**src/sv/u8u16_pkg.sv**
```systemverilog
// shared types and constants for the utf-8 to utf-16 offset mapper
package u8u16_pkg;

    localparam int CNT_W = 17;
    localparam int ACC_W = 21;

    localparam logic [7:0] LEAD2_MASK = 8'hE0;
    localparam logic [7:0] LEAD2_TAG  = 8'hC0;
    localparam logic [7:0] LEAD3_MASK = 8'hF0;
    localparam logic [7:0] LEAD3_TAG  = 8'hE0;
    localparam logic [7:0] LEAD4_MASK = 8'hF8;
    localparam logic [7:0] LEAD4_TAG  = 8'hF0;
    localparam logic [7:0] ASCII_LIM  = 8'h80;
    localparam logic [7:0] PAY2_MASK  = 8'h1F;
    localparam logic [7:0] PAY3_MASK  = 8'h0F;
    localparam logic [7:0] PAY4_MASK  = 8'h07;
    localparam logic [7:0] CONT_MASK  = 8'h3F;
    localparam logic [ACC_W-1:0] BMP_MAX = 21'h00FFFF;

    localparam logic DIR_COUNT  = 1'b0;
    localparam logic DIR_OFFSET = 1'b1;

    typedef struct packed {
        logic [CNT_W-1:0] byte_position;
        logic [CNT_W-1:0] sequence_start;
        logic [1:0]       bytes_pending;
        logic [ACC_W-1:0] code_point_acc;
        logic [CNT_W-1:0] unit_total;
        logic [CNT_W-1:0] held_target;
        logic             halted;
        logic             in_job;
    } job_state_t;

    typedef struct packed {
        logic [CNT_W-1:0] result_value;
        logic             cut_short;
    } result_t;

endpackage

```
**src/sv/u8u16_ifs.sv**
```systemverilog
// stream interfaces for input bytes and line results
interface u8u16_byte_if
    import u8u16_pkg::*;
();
    logic             valid;
    logic             ready;
    logic [7:0]       data_byte;
    logic             has_byte;
    logic             last_byte;
    logic [CNT_W-1:0] unit_target;

    modport source (output valid, data_byte, has_byte, last_byte, unit_target, input ready);
    modport sink (input valid, data_byte, has_byte, last_byte, unit_target, output ready);
endinterface

interface u8u16_res_if
    import u8u16_pkg::*;
();
    logic             valid;
    logic             ready;
    logic [CNT_W-1:0] result_value;
    logic             cut_short;

    modport source (output valid, result_value, cut_short, input ready);
    modport sink (input valid, result_value, cut_short, output ready);
endinterface

```
**src/sv/u8u16_cfg.sv**
```systemverilog
// apb-style configuration register holding the direction mode
module u8u16_cfg
    import u8u16_pkg::*;
(
    input  logic        clk,
    input  logic        rst_n,
    input  logic        psel,
    input  logic        penable,
    input  logic        pwrite,
    input  logic [2:0]  paddr,
    input  logic [31:0] pwdata,
    output logic [31:0] prdata,
    output logic        pready,
    output logic        direction
);

    logic direction_reg;
    logic direction_next;

    always_comb
    begin
        direction_next = direction_reg;
        if (psel && penable && pwrite && (paddr[2] == 1'b0))
        begin
            direction_next = pwdata[0];
        end
    end

    always_ff @(posedge clk or negedge rst_n)
    begin
        if (!rst_n)
        begin
            direction_reg <= DIR_COUNT;
        end
        else
        begin
            direction_reg <= direction_next;
        end
    end

    assign pready    = 1'b1;
    assign prdata    = (paddr[2] == 1'b0) ? {31'd0, direction_reg} : 32'd0;
    assign direction = direction_reg;

endmodule

```
**src/sv/u8u16_step.sv**
```systemverilog
// per-byte decode and count update, one item per evaluation
module u8u16_step
    import u8u16_pkg::*;
#(
    parameter int MAX_LINE_BYTES = 65536
)
(
    input  job_state_t       cur,
    input  logic [7:0]       data_byte,
    input  logic             has_byte,
    input  logic             last_byte,
    input  logic [CNT_W-1:0] unit_target,
    input  logic             direction,
    output job_state_t       nxt,
    output logic             emit,
    output result_t          res
);

    localparam int CNT_MAX = (1 << CNT_W) - 1;
    localparam int CAP_INT = (MAX_LINE_BYTES < CNT_MAX) ? MAX_LINE_BYTES : CNT_MAX;
    localparam logic [CNT_W:0] CNT_CAP = (CNT_W + 1)'(CAP_INT);

    function automatic logic [CNT_W-1:0] sat_add(input logic [CNT_W-1:0] a,
                                                 input logic [1:0] b);
        logic [CNT_W:0] s;
        s = {1'b0, a} + {{(CNT_W - 1){1'b0}}, b};
        return (s > CNT_CAP) ? CNT_CAP[CNT_W-1:0] : s[CNT_W-1:0];
    endfunction

    always_comb
    begin
        job_state_t      s;
        logic            fin;
        logic [1:0]      units;
        logic [CNT_W:0]  sum;
        logic [ACC_W-1:0] acc_sh;

        s = cur;
        fin = 1'b0;
        units = 2'd1;
        sum = '0;
        acc_sh = '0;

        // first item of a job clears the job and samples the target
        if (!cur.in_job)
        begin
            s = '0;
            s.held_target = unit_target;
            s.in_job = 1'b1;
        end

        if (has_byte)
        begin
            if (s.bytes_pending == 2'd0)
            begin
                if (!s.halted && (s.unit_total >= s.held_target))
                begin
                    s.halted = 1'b1;
                end
                if (!s.halted)
                begin
                    s.sequence_start = s.byte_position;
                end
                if (data_byte < ASCII_LIM)
                begin
                    fin = 1'b1;
                end
                else if ((data_byte & LEAD2_MASK) == LEAD2_TAG)
                begin
                    s.code_point_acc = {13'd0, data_byte & PAY2_MASK};
                    s.bytes_pending = 2'd1;
                end
                else if ((data_byte & LEAD3_MASK) == LEAD3_TAG)
                begin
                    s.code_point_acc = {13'd0, data_byte & PAY3_MASK};
                    s.bytes_pending = 2'd2;
                end
                else if ((data_byte & LEAD4_MASK) == LEAD4_TAG)
                begin
                    s.code_point_acc = {13'd0, data_byte & PAY4_MASK};
                    s.bytes_pending = 2'd3;
                end
                else
                begin
                    // invalid lead counts as one replacement unit
                    fin = 1'b1;
                end
            end
            else
            begin
                acc_sh = {s.code_point_acc[ACC_W-7:0], 6'd0};
                s.code_point_acc = acc_sh | {13'd0, data_byte & CONT_MASK};
                s.bytes_pending = s.bytes_pending - 2'd1;
                if (s.bytes_pending == 2'd0)
                begin
                    fin = 1'b1;
                    units = (s.code_point_acc > BMP_MAX) ? 2'd2 : 2'd1;
                end
            end

            if (fin)
            begin
                sum = {1'b0, s.unit_total} + {{(CNT_W - 1){1'b0}}, units};
                if (!s.halted && (sum > {1'b0, s.held_target}))
                begin
                    s.halted = 1'b1;
                end
                s.unit_total = sat_add(s.unit_total, units);
            end
            s.byte_position = sat_add(s.byte_position, 2'd1);
        end

        emit = last_byte;
        res.result_value = s.byte_position;
        res.cut_short = 1'b0;
        if (direction == DIR_COUNT)
        begin
            res.result_value = s.unit_total;
            res.cut_short = (s.bytes_pending != 2'd0);
        end
        else if (s.halted)
        begin
            res.result_value = s.sequence_start;
        end
        else if (s.bytes_pending != 2'd0)
        begin
            res.result_value = s.sequence_start;
            res.cut_short = 1'b1;
        end

        if (last_byte)
        begin
            s.in_job = 1'b0;
        end
        nxt = s;
    end

endmodule

```
**src/sv/utf8_utf16_offset_mapper.sv**
```systemverilog
// top level of the utf-8 line to utf-16 offset mapper
//
//  channel   dir  beat                                          accepted when
//  bytes     in   data_byte, has_byte, last_byte, unit_target   valid && ready
//  results   out  result_value, cut_short                       valid && ready
//  apb       in   direction register at byte address 0          psel && penable && pwrite
//
// one byte beat per cycle sustained while no closing beat is stalled; a byte is
// registered in the input stage, where the decode and counters update, and its
// result is then registered in the output register, which drives result valid.
// rst_n clears the stage valid, the job state and the output valid; the
// direction register resets to count mode.
// a result waiting in the output register only stalls the input stage when the
// staged beat also closes a line; other beats keep flowing.
module utf8_utf16_offset_mapper
    import u8u16_pkg::*;
#(
    parameter int MAX_LINE_BYTES = 65536
)
(
    input  logic         clk,
    input  logic         rst_n,
    u8u16_byte_if.sink   bytes,
    u8u16_res_if.source  results,
    input  logic         psel,
    input  logic         penable,
    input  logic         pwrite,
    input  logic [2:0]   paddr,
    input  logic [31:0]  pwdata,
    output logic [31:0]  prdata,
    output logic         pready
);

    // input stage
    logic             stg_valid_reg;
    logic [7:0]       stg_byte_reg;
    logic             stg_has_reg;
    logic             stg_last_reg;
    logic [CNT_W-1:0] stg_target_reg;

    // job state carried across beats of a line
    job_state_t       state_reg;
    job_state_t       state_next;

    // output register
    logic             out_valid_reg;
    result_t          out_reg;

    logic             direction;
    logic             emit;
    result_t          res;
    logic             advance;
    logic             take_in;

    u8u16_cfg u_cfg (
        .clk       (clk),
        .rst_n     (rst_n),
        .psel      (psel),
        .penable   (penable),
        .pwrite    (pwrite),
        .paddr     (paddr),
        .pwdata    (pwdata),
        .prdata    (prdata),
        .pready    (pready),
        .direction (direction)
    );

    u8u16_step #(
        .MAX_LINE_BYTES (MAX_LINE_BYTES)
    ) u_step (
        .cur         (state_reg),
        .data_byte   (stg_byte_reg),
        .has_byte    (stg_has_reg),
        .last_byte   (stg_last_reg),
        .unit_target (stg_target_reg),
        .direction   (direction),
        .nxt         (state_next),
        .emit        (emit),
        .res         (res)
    );

    // staged beat moves on unless it closes a line while the output slot is full and not being read
    assign advance = stg_valid_reg && (!emit || !out_valid_reg || results.ready);
    assign bytes.ready = !stg_valid_reg || advance;
    assign take_in = bytes.valid && bytes.ready;

    always_ff @(posedge clk or negedge rst_n)
    begin
        if (!rst_n)
        begin
            stg_valid_reg <= 1'b0;
            state_reg     <= '0;
            out_valid_reg <= 1'b0;
        end
        else
        begin
            if (take_in)
            begin
                stg_valid_reg <= 1'b1;
            end
            else if (advance)
            begin
                stg_valid_reg <= 1'b0;
            end

            if (advance)
            begin
                state_reg <= state_next;
            end

            if (advance && emit)
            begin
                out_valid_reg <= 1'b1;
            end
            else if (results.ready)
            begin
                out_valid_reg <= 1'b0;
            end
        end
    end

    // payload registers, no reset
    always_ff @(posedge clk)
    begin
        if (take_in)
        begin
            stg_byte_reg   <= bytes.data_byte;
            stg_has_reg    <= bytes.has_byte;
            stg_last_reg   <= bytes.last_byte;
            stg_target_reg <= bytes.unit_target;
        end
        if (advance && emit)
        begin
            out_reg <= res;
        end
    end

    assign results.valid        = out_valid_reg;
    assign results.result_value = out_reg.result_value;
    assign results.cut_short    = out_reg.cut_short;

endmodule

```
**src/flat_wrapper.sv**
```systemverilog
// flat-port wrapper written by rule: the top's interface ports become plain ports
module utf8_utf16_offset_mapper_flat import u8u16_pkg::*;
#(
    parameter int MAX_LINE_BYTES = 65536
)
  (clk, rst_n, psel, penable, pwrite, paddr, pwdata, prdata, pready, bytes_valid, bytes_data_byte, bytes_has_byte, bytes_last_byte, bytes_unit_target, bytes_ready, results_valid, results_result_value, results_cut_short, results_ready);
  u8u16_byte_if bytes_i ();
  u8u16_res_if results_i ();
  input  logic clk;
  input  logic rst_n;
  input  logic psel;
  input  logic penable;
  input  logic pwrite;
  input  logic [2:0] paddr;
  input  logic [31:0] pwdata;
  output logic [31:0] prdata;
  output logic pready;
  input wire logic [$bits(bytes_i.valid)-1:0] bytes_valid;
  input wire logic [$bits(bytes_i.data_byte)-1:0] bytes_data_byte;
  input wire logic [$bits(bytes_i.has_byte)-1:0] bytes_has_byte;
  input wire logic [$bits(bytes_i.last_byte)-1:0] bytes_last_byte;
  input wire logic [$bits(bytes_i.unit_target)-1:0] bytes_unit_target;
  output wire logic [$bits(bytes_i.ready)-1:0] bytes_ready;
  output wire logic [$bits(results_i.valid)-1:0] results_valid;
  output wire logic [$bits(results_i.result_value)-1:0] results_result_value;
  output wire logic [$bits(results_i.cut_short)-1:0] results_cut_short;
  input wire logic [$bits(results_i.ready)-1:0] results_ready;
  assign bytes_i.valid = bytes_valid;
  assign bytes_i.data_byte = bytes_data_byte;
  assign bytes_i.has_byte = bytes_has_byte;
  assign bytes_i.last_byte = bytes_last_byte;
  assign bytes_i.unit_target = bytes_unit_target;
  assign bytes_ready = bytes_i.ready;
  assign results_valid = results_i.valid;
  assign results_result_value = results_i.result_value;
  assign results_cut_short = results_i.cut_short;
  assign results_i.ready = results_ready;
  utf8_utf16_offset_mapper #(.MAX_LINE_BYTES(MAX_LINE_BYTES)) u_core (.clk(clk), .rst_n(rst_n), .bytes(bytes_i), .results(results_i), .psel(psel), .penable(penable), .pwrite(pwrite), .paddr(paddr), .pwdata(pwdata), .prdata(prdata), .pready(pready));
endmodule
```
**config.mk**
```make
export PLATFORM = sky130hd
export DESIGN_NAME = utf8_utf16_offset_mapper_flat
export DESIGN_NICKNAME = d
export VERILOG_FILES = /design/src/sv/u8u16_pkg.sv /design/src/sv/u8u16_ifs.sv /design/src/sv/u8u16_cfg.sv /design/src/sv/u8u16_step.sv /design/src/sv/utf8_utf16_offset_mapper.sv /design/src/flat_wrapper.sv
export SDC_FILE = /design/constraint.sdc
export NUM_CORES = 1
export LEC_CHECK = 0
export ABC_AREA = 1
export BUFFER_PORTS_ARGS = -buffer_cell sky130_fd_sc_hd__buf_2
export CAP_MARGIN = 10
export CORE_UTILIZATION = 50
export DETAILED_ROUTE_END_ITERATION = 10
export HOLD_SLACK_MARGIN = 0.02
export MAX_ROUTING_LAYER = met4
export PLACE_DENSITY = 0.85
export SKIP_LAST_GASP = 1
export SLEW_MARGIN = 20
export SYNTH_ARGS = -nofsm -noshare
export SYNTH_HDL_FRONTEND = slang
export SYNTH_SLANG_ARGS = --single-unit
export TNS_END_PERCENT = 1
```
**constraint.sdc**
```tcl
create_clock -name clk -period 4.73 [get_ports clk]
set_input_delay 0 -clock clk [delete_from_list [all_inputs] [get_ports clk]]
set_output_delay 0 -clock clk [all_outputs]
set_load 0.02 [all_outputs]
```
==> summary.md, run 1 <==
| Metric | Value |
|---|---|
| Outcome | `complete, no violations` |
| WL per Instance | `15.5 um` |
| Synth Warn # | `0` |
| Via count | `8652` |
| #FFs+latches synth | `133` |
| Clock sink count | `133` |
| First-pass GRT wire length | `39700 um` |
| Grt ovf | `0` |
| Io pins | `122` |
| Tightest Pin Transition | `1.04 ns` |
| VDD IR max | `0.349 mV` |
| Max FFs per register | `85` |
| CP Max Fanout | `12` |
| Crit-path most repeated cell | `nand2_1` |
| Slowest-stage cell, CP | `dfrtp_4` |
| Hold_ws | `0.130 ns` |
| Leak | `5.60 nW` |
| Synth Area in XOR/XNOR | `0.870%` |
| Core region area | `0.0175 mm2` |
| 1st-pass router iterations | `5` |
| Post-synthesis compound-gate area fraction | `8.57%` |
| Post-synth top flop | `dfrtp_1` |
| Setup TNS | `0 ns` |
| Layout area overhead | `14.9%` |
| Post-synthesis adder-cell area fraction | `5.47%` |
| Routed Antenna Nets | `0` |
| Initial Util | `51.8%` |
| Top cell type's share of synthesized area | `24.3%` |
| PD cells | `416 mW/mm2` |
| Register area share after synthesis | `39.2%` |
| Die X | `137 um` |
| Final design area excluding fillers | `0.0104 mm2` |
| Syn_area_per_cell | `7.15 um2` |
| Final Routed Wirelength | `24600 um` |
| Count leader, synth | `nand2_1` |
| Synth top cells by count | `nand2_1 (428), inv_1 (140), nor2_1 (107)` |
| Row cnt | `48` |
| Syn Inst Count | `1267` |
| Slowest stage delay, CP | `0.54 ns` |
| Die ar. | `0.0187 mm2` |
| EDFF count, synth | `45` |
| Final GP Congestion | `0.952` |
| Area of the multi-input gates | `0.00462 mm2` |
| Drt via density | `5.46` |
| HP Class | `in2async` |
| Startpoint Class | `register` |
| Final Core Density | `59.5%` |
| CTS Buf Count | `17` |
| Yosys cell types | `41` |
| Fillers | `1528` |
| Post-synth top area cell | `dfrtp_1` |
| Largest net degree at the start of global routing | `71` |
| WS Path Type | `reg2reg` |
| Share of layout cells above drive strength 1 | `10.5%` |
| Worst-skew pair later-pin latency | `0.43 ns` |
| Slew margin rel. | `30.7%` |
| Max Clock Skew | `0.0141 ns` |
| Die outline height | `137 um` |
| Number of DRC markers in iteration 0 | `767` |
| Initial antenna violation count | `1` |
| Largest family of logic cells by synthesized area | `simple AND/OR/NAND/NOR gates` |
| CTS clk-pin slew, worst paths | `0.06 ns` |
| H-tree Lvls | `4` |
| CP Capture Type | `register` |
| Synth Area in Simple Gates | `32.6%` |
| Peak Freq | `223 MHz` |
| Post-DP HPWL | `16700 um` |
| Post-DP Area | `0.00940 mm2` |
| Final Slew Violations | `0` |
| Power, Total | `4.33 mW` |
| Number of global-route vias before repair | `8234` |
| Arr. time, crit path | `4.64 ns` |
| Synthesized area | `0.00906 mm2` |
| PortBufs | `56` |
| Reg area | `0.00356 mm2` |
| Fraction of registers with async set/reset | `66.2%` |
| CTS root buf | `clkbuf_16` |
| CTS tree | `done` |
| WP data required | `4.90 ns` |
| Final period util | `94.6%` |
| Max Root-Sink Buffers | `2` |
| Fin. Hold Viols | `0` |
| Max cap viols | `0` |
| Nets@finish | `1454` |
| Mux cell area share after synthesis | `1.77%` |
| GRT Total Usage | `28.4%` |
| DRC viols | `0` |
| Setup-failing EPs final | `0` |
| Post-layout minimum cycle time | `4.48 ns` |
| Area contributors post-synth | `dfrtp_1 (24%), nand2_1 (18%), edfxtp_1 (15%), inv_1 (5.8%), ha_1 (5.3%)` |
==> per-stage QoR <==
step	std cells	setup WS [ns]
final	1585	0.254
after global routing	1585	-0.0476
after CTS	1579	0.102
after floorplan	1297	0.345
after global placement	1512	0.287
after detailed placement	1512	0.196
==> routing by layer <==
layer / GRT usage, % / vias up / part of all wire, %
met5: - / - / 0
met4: 10.7 / 0 / 2.5
met3: 5.85 / 55 / 7.8
met2: 44.0 / 398 / 46
met1: 36.5 / 4001 / 44
li1: - / 4198 / -
==> cell families (layout without fill, tap and decap cells) <==
family	Yosys count	in the layout
multiplexers	16	16
other	2	33
flip-flops	133	133
adder cells (fa/ha/maj)	39	39
buffers and inverters	231	293
XOR/XNOR	9	9
AND/OR/NAND/NOR	693	693
AO/OA/AOI/OAI	144	144
==> critical path: cells and delay by family, from the launching register on <==
kind | cells | cell delay [ns]
and+or+nand+nor | 21 | 1.92
adders and majority gates | 2 | 0.57
DFF | 1 | 0.54
buffers and inverters | 4 | 0.48
AOI/OAI and AO/OA | 2 | 0.38
xor gates and xnor gates | 1 | 0.33
==> report_power, final <==
| group | total [mW] | internal (mW) | switching (mW) |
|---|---|---|---|
| registers | 1.57 | 1.42 | 0.141 |
| logic | 1.45 | 0.484 | 0.968 |
| clock network | 1.31 | 0.792 | 0.520 |
| total | 4.33 | 2.70 | 1.63 |
==> cell usage in the layout, fill, tap and decap left out, types with 3 or more instances in the layout <==
master and count:
a31oi_1 17, nand2_1 426, nand4_1 47, nand2_2 9
o211ai_1 5, inv_1 138, mux2i_1 16, dfrtp_1 87
clkinv_2 3, dlygate4sd3_1 35, inv_6 4, nand3b_1 8
buf_4 22, o21ai_1 8, clkbuf_1 3, buf_2 55
nand3_1 78, a21oi_1 50, o21ai_0 55, xor2_1 8
inv_2 8, nor2_1 105, clkbuf_16 17, a21o_1 3
nor2_2 6, conb_1 32, ha_1 37, edfxtp_1 45
==> cell type report <==
type	count	share of cell area (%)
Clock buffer	21	4.33
Clock inverter	11	1.20
Antenna cell	1	0.0241
Multi-Input combinational cell	933	44.4
Inverter	148	5.39
Timing Repair Buffer	113	7.71
Sequential cell	133	34.2
Tap cell	225	2.71
==> what timing repair did <==
item | CTS | global route
setup endpoints to repair | 0 | 17
hold buffers | 35 | 0
endpoints found under the hold margin | 74 | 0
resized for setup | 0 | 11
setup buffers | 0 | 5
==> final timing paths <==
check,startpoint,to,slack [ns],depth (start not counted)
max in group asynchronous,rst_n,u_core.state_reg[78]$_DFFE_PN0P_,3.55,3
hold / removal,rst_n,u_core.state_reg[27]$_DFFE_PN0P_,0.13,2
setup reg to reg,u_core.state_reg[0]$_DFFE_PN0P_,u_core.results.result_value[12]$_DFFE_PP_,0.25,30
hold reg to reg,u_core.state_reg[37]$_DFFE_PN0P_,u_core.state_reg[37]$_DFFE_PN0P_,0.48,2
setup / recovery,u_core.state_reg[0]$_DFFE_PN0P_,u_core.results.result_value[12]$_DFFE_PP_,0.25,30
min in group clk,bytes_unit_target[11],u_core.stg_target_reg[11]$_DFFE_PP_,0.27,2
No activity file was read; power rests on OpenSTA's default activity.
==> run 2: changes to the inputs <==
- ABC_AREA: 1 -> unset
==> summary.md, run 2 <==
| Metric | Value |
|---|---|
| Fraction of registers with async set/reset | `66.2%` |
| Layout Cells excl Fill | `1195` |
| EDFF count, synth | `45` |
| Post-synthesis compound-gate area fraction | `20.5%` |
| Final GP Congestion | `0.947` |
| Die ar. | `0.0171 mm2` |
| Arr. time, crit path | `5.39 ns` |
| Layout area overhead | `19.9%` |
| First-pass GRT wire length | `36000 um` |
| Worst-skew pair later-pin latency | `0.43 ns` |
| Max cap viols | `0` |
| Synth top cells by count | `nand2_1 (108), dfrtp_1 (88), o21ai_0 (62)` |
| H-tree Lvls | `4` |
| Clock power frac | `35.6%` |
| Register area share after synthesis | `42.8%` |
| Via count | `7479` |
| Initial Util | `51.7%` |
| Post-synthesis adder-cell area fraction | `5.97%` |
| Synth Area in Simple Gates | `16.1%` |
| CP Max Fanout | `8` |
| Sw Share | `32.9%` |
| Number of DRC markers in iteration 0 | `1127` |
| Synth Area in XOR/XNOR | `2.20%` |
| RSZ-0062 raised after global routing | `yes` |
| Hold_ws | `0.191 ns` |
| Initial antenna violation count | `0` |
| CP Capture Type | `register` |
| Top cell type's share of synthesized area | `26.5%` |
| PortBufs | `56` |
| Final Slew Violations | `0` |
| Mux cell area share after synthesis | `4.92%` |
| Leak | `4.39 nW` |
| Fin. Hold Viols | `0` |
| Max Root-Sink Buffers | `2` |
| DRC viols | `0` |
| Area contributors post-synth | `dfrtp_1 (27%), edfxtp_1 (16%), ha_1 (5.7%), nand2_1 (4.9%), o21ai_0 (3.7%)` |
| GRT Total Usage | `28.5%` |
| Placed cell count | `1120` |
| Max Clock Skew | `0.00746 ns` |
| Post-synth top flop | `dfrtp_1` |
| Gate power share | `26.6%` |
| Syn_area_per_cell | `9.58 um2` |
| Nets@finish | `1074` |
| Post-DP HPWL | `14400 um` |
| CTS clk-pin slew, worst paths | `0.06 ns` |
| Synthesized area | `0.00830 mm2` |
| Final period util | `109%` |
| Die outline height | `131 um` |
| Setup-failing EPs final | `32` |
| Reg power frac | `37.7%` |
| Outcome | `complete, but fails checks` |
| Row cnt | `46` |
| Commonest non-fill, non-tap cell in the layout | `nand2_1` |
| #FFs+latches synth | `133` |
| Slew margin rel. | `40.3%` |
| Largest net degree at the start of global routing | `58` |
| Post-synth top area cell | `dfrtp_1` |
| Grt ovf | `0` |
| Yosys cell types | `83` |
| CTS root buf | `clkbuf_16` |
| WP data required | `4.96 ns` |
| Max FFs per register | `85` |
| Post-layout minimum cycle time | `5.15 ns` |
| Power, Total | `4.00 mW` |
| Peak Freq | `194 MHz` |
| Commonest non-fill, non-tap cells in the layout | `nand2_1 (105), dfrtp_1 (87), o21ai_0 (61)` |
| Clock sink count | `133` |
| Final Routed Wirelength | `22700 um` |
| Synth Warn # | `0` |
| Setup ws final | `-0.425 ns` |
| Routed Antenna Nets | `0` |
| Largest family of logic cells by synthesized area | `compound AO/OA/AOI/OAI gates` |
| Count leader, synth | `nand2_1` |
| Drt via density | `6.26` |
| Die X | `131 um` |
| Io pins | `122` |
| 1st-pass router iterations | `8` |
| Failing checks | `negative setup slack` |
| Share of layout cells above drive strength 1 | `20.5%` |
| Number of global-route vias before repair | `6995` |
| HP Class | `in2async` |
| Final Core Density | `61.9%` |
| PD cells | `402 mW/mm2` |
| VDD IR max | `0.343 mV` |
| Post-place setup slack | `-0.149 ns` |
| Int Pwr | `2.68 mW` |
| CTS tree | `done` |
| Startpoint Class | `register` |
| WL per Instance | `19.0 um` |
| Core region area | `0.0161 mm2` |
| Tightest Pin Transition | `0.890 ns` |
| WS Path Type | `reg2reg` |
| CTS Buf Count | `17` |
| Diodes inserted | `0` |
| Switching power | `1.31 mW` |
| Syn Inst Count | `866` |
run 2: routing by layer:
layer | part of all wire, % | vias up | global-route usage (%) | routed length [um]
met5 | 0 | - | - | 0
met4 | 3.8 | 0 | 11.8 | 871
met3 | 9.7 | 95 | 6.43 | 2210
met2 | 46 | 505 | 44.2 | 10500
met1 | 40 | 3508 | 36.2 | 9090
li1 | - | 3371 | - | -
run 2: logic make-up (layout without fill, tap and decap cells):
| family | Yosys count | count (layout) |
|---|---|---|
| buffers and inverters | 116 | 199 |
| muxes | 39 | 39 |
| xor gates and xnor gates | 20 | 20 |
| adders and majority gates | 39 | 39 |
| and+or+nand+nor | 272 | 272 |
| DFF | 133 | 133 |
| AOI/OAI and AO/OA | 245 | 245 |
| other | 2 | 32 |
run 2: critical path, cell delays in order, from the launching register on:
cell	delay, ns
dfrtp_1	0.38
or4_4	0.54
o211ai_1	0.22
ha_2	0.21
inv_1	0.06
fa_2	0.35
nand4b_1	0.31
nor3_4	0.29
and3_4	0.25
xnor2_2	0.16
inv_2	0.11
buf_4	0.15
buf_4	0.12
buf_4	0.12
buf_4	0.12
buf_4	0.12
buf_4	0.12
buf_4	0.13
nor3_1	0.46
buf_4	0.27
a221oi_1	0.14
a211oi_1	0.32
run 2: final cells by class:
class                      count  area, um2
fill                        1245       6110
timing repair buffer         142       1020
clock inverter                10        140
clock buffer                  22        495
multi-input combinational    647       4380
inverter                      25       93.8
sequential                   133       3550
tap                          216        270
run 2: through the flow:
stage                     setup TNS [ns]  instance area (um2)
after global routing              -13.35                 9950
after detailed placement           -1.62                 8790
after floorplan                        0                 8430
final                              -9.10                 9950
after CTS                          -3.94                 9920
after global placement          -0.00343                 8790
run 2: power groups by stage:
stage          logic (mW)  registers (mW)  clock network (mW)
5_1_grt              1.15            1.53                1.48
3_5_place_dp        0.935            1.52                   0
6_report             1.06            1.51                1.42
2_1_floorplan       0.715            1.47                   0
4_1_cts              1.03            1.50                1.43
3_3_place_gp        0.902            1.51                   0
run 2: path summary, 6_finish.rpt:
path	startpoint	cells after the start	slack (ns)	endpoint
min reg2reg	u_core.stg_byte_reg[2]$_DFFE_PP_	1	0.47	u_core.state_reg[38]$_DFFE_PN0P_
max reg2reg	u_core.state_reg[49]$_DFFE_PN0P_	21	-0.42	u_core.results.result_value[4]$_DFFE_PP_
min in group clk	paddr[2]	3	0.27	prdata[0]
min	rst_n	2	0.19	u_core.state_reg[69]$_DFFE_PN0P_
max in group asynchronous	rst_n	3	3.62	u_core.state_reg[0]$_DFFE_PN0P_
max	u_core.state_reg[49]$_DFFE_PN0P_	21	-0.42	u_core.results.result_value[4]$_DFFE_PP_
run 2: what timing repair did:
item,4_1_cts,5_1_grt
gates cloned,0,0
hold endpoints to repair,86,0
pin swaps,11,5
gates resized for setup,22,5
endpoints found under the setup margin,17,35
setup buffers,9,0
hold buffers,34,0
==> run 3: changes to the inputs <==
- CORE_ASPECT_RATIO: unset -> 1.2
==> summary.md, run 3 (synthesized netlist as in run 2, its figures left out) <==
| Metric | Value |
|---|---|
| Diodes inserted | `0` |
| Worst-skew pair later-pin latency | `0.42 ns` |
| DRC viols | `0` |
| Clock sink count | `133` |
| Met1 Routed Length | `8970 um` |
| Crit-path cells | `or4_4, o211ai_1, ha_2, inv_2, fa_2, nand4b_1, nor3_2, buf_4, nand4_1, xnor2_2, ha_1, a211oi_2, nor2_1, nor4_1, a211o_1, o211ai_1, or2_4, a211oi_2, a211oi_2` |
| CTS root buf | `clkbuf_16` |
| Initial antenna violation count | `0` |
| Final GP Congestion | `0.939` |
| CTS tree | `done` |
| Die ar. | `0.0171 mm2` |
| Initial Util | `51.2%` |
| Commonest non-fill, non-tap cells in the layout | `nand2_1 (106), dfrtp_1 (87), o21ai_0 (59)` |
| Max Clock Skew | `0.00804 ns` |
| Gate power share | `27.1%` |
| Post-layout minimum cycle time | `5.00 ns` |
| Number of DRC markers in iteration 0 | `787` |
| Clock power frac | `33.8%` |
| Outcome | `complete, but fails checks` |
| Startpoint Class | `register` |
| 1st-pass router iterations | `5` |
| Slowest stage delay, CP | `0.54 ns` |
| CP Capture Type | `register` |
| WP data required | `4.88 ns` |
| Setup-failing EPs final | `18` |
| R2r setup slk | `-0.27 ns` |
| Failing checks | `negative setup slack` |
| Largest net degree at the start of global routing | `62` |
| Via count | `7322` |
| Sw Share | `33.9%` |
| Grt ovf | `0` |
| Switching power | `1.31 mW` |
| Number of global-route vias before repair | `7043` |
| RSZ-0062 raised after global routing | `yes` |
| First-pass GRT wire length | `35100 um` |
| Slowest-stage cell, CP | `or4_4` |
| Met3 wire length | `1430 um` |
| Layout area overhead | `19.9%` |
| Drt via density | `6.15` |
| Final Routed Wirelength | `21900 um` |
| GRT Total Usage | `27.1%` |
| WS Path Type | `reg2reg` |
| VDD IR max | `0.267 mV` |
| Fin. Hold Viols | `0` |
| Met2 WL post-DR | `10700 um` |
| Die X | `120 um` |
| Share of layout cells above drive strength 1 | `21.2%` |
| Slew margin rel. | `25.0%` |
| Power, Total | `3.87 mW` |
| Io pins | `122` |
| Core region area | `0.0162 mm2` |
| PortBufs | `56` |
| WL per Instance | `18.4 um` |
| CTS clk-pin slew, worst paths | `0.06 ns` |
| PD cells | `389 mW/mm2` |
| CP Max Fanout | `5` |
| Int Pwr | `2.56 mW` |
| Commonest non-fill, non-tap cell in the layout | `nand2_1` |
| Die outline height | `143 um` |
| CTS Buf Count | `17` |
| Max Root-Sink Buffers | `2` |
| Final period util | `106%` |
| Setup ws final | `-0.273 ns` |
| Max cap viols | `0` |
| Max FFs per register | `85` |
| Row cnt | `51` |
| Max layer used | `met4` |
| Final Core Density | `61.4%` |
| Fillers | `1287` |
| Reg power frac | `39.1%` |
| Nets@finish | `1074` |
| Tightest Pin Transition | `1.13 ns` |
| H-tree Lvls | `4` |
| Routed Antenna Nets | `0` |
| HP Class | `in2async` |
| Peak Freq | `200 MHz` |
| Leak | `4.35 nW` |
| Post-DP HPWL | `14900 um` |
| Final Slew Violations | `0` |
| Arr. time, crit path | `5.16 ns` |
| Crit-path most repeated cell | `a211oi_2` |
[run 3: cell count changes in the layout (fill, tap and decap cells not counted), moves of 3 or more]
cell	before	now
a211oi_2	0	4
clkbuf_8	3	0
clkinvlp_4	0	5
a211oi_1	15	11
[run 3: final cells by class]
type | count | area, um2 | share of cell area (%)
Multi-Input combinational cell | 647 | 4430 | 44.5
Clock buffer | 18 | 429 | 4.31
Inverter | 25 | 93.8 | 0.943
Clock inverter | 14 | 151 | 1.52
Tap cell | 212 | 265 | 2.67
Sequential cell | 133 | 3550 | 35.7
Timing Repair Buffer | 142 | 1030 | 10.3
[run 3: worst max-delay path, delay by kind of cell (launching register included)]
kind,cells,cell delay [ns]
flip-flops,1,0.37
AND/OR/NAND/NOR,7,1.91
adder cells (fa/ha/maj),3,0.92
XOR/XNOR,1,0.18
AO/OA/AOI/OAI,6,1.12
buffers and inverters,2,0.20
[run 3: worst paths after layout]
check / startpoint / to / cells past startpoint
max: u_core.state_reg[46]$_DFFE_PN0P_ / u_core.results.result_value[3]$_DFFE_PP_ / 19
min: rst_n / u_core.state_reg[89]$_DFFE_PN0P_ / 2
max reg2reg: u_core.state_reg[46]$_DFFE_PN0P_ / u_core.results.result_value[3]$_DFFE_PP_ / 19
min reg2reg: u_core.stg_byte_reg[0]$_DFFE_PP_ / u_core.state_reg[36]$_DFFE_PN0P_ / 1
max in group asynchronous: rst_n / u_core.state_reg[0]$_DFFE_PN0P_ / 3
min in group clk: paddr[2] / prdata[0] / 3
[run 3: power groups by stage]
stage | clock network, mW | logic (mW) | registers (mW)
after floorplan | 0 | 0.715 | 1.47
after global placement | 0 | 0.905 | 1.51
after detailed placement | 0 | 0.935 | 1.52
after CTS | 1.33 | 0.975 | 1.50
after global routing | 1.38 | 1.15 | 1.53
final | 1.31 | 1.05 | 1.51
[run 3: repair_timing]
action | in CTS | in global routing
gates resized for setup | 6 | 32
gates cloned | 0 | 1
pin swaps | 1 | 18
endpoints found under the setup margin | 18 | 18
hold buffers | 34 | 0
setup buffers | 1 | 5
hold endpoints to repair | 90 | 0
[run 3: metal layers]
layer  global-route usage, %  up-vias
met3                    5.91       72
met1                    31.3     3514
li1                        -     3371
met2                    43.9      365
met5                       -        -
met4                    14.8        0
[run 3: through the flow]
step                      instances  setup TNS, ns  setup slack (ns)  hold slack (ns)  area, um2
after CTS                      1185          -1.96            -0.198            0.239       9760
after global routing           1191          -7.76            -0.506            0.268       9950
after floorplan                 896              0          0.000353           -0.296       8430
after global placement         1118              0            0.0265            0.143       8810
final                          1191          -3.50            -0.273            0.231       9950
after detailed placement       1118         -0.950            -0.167            0.143       8810
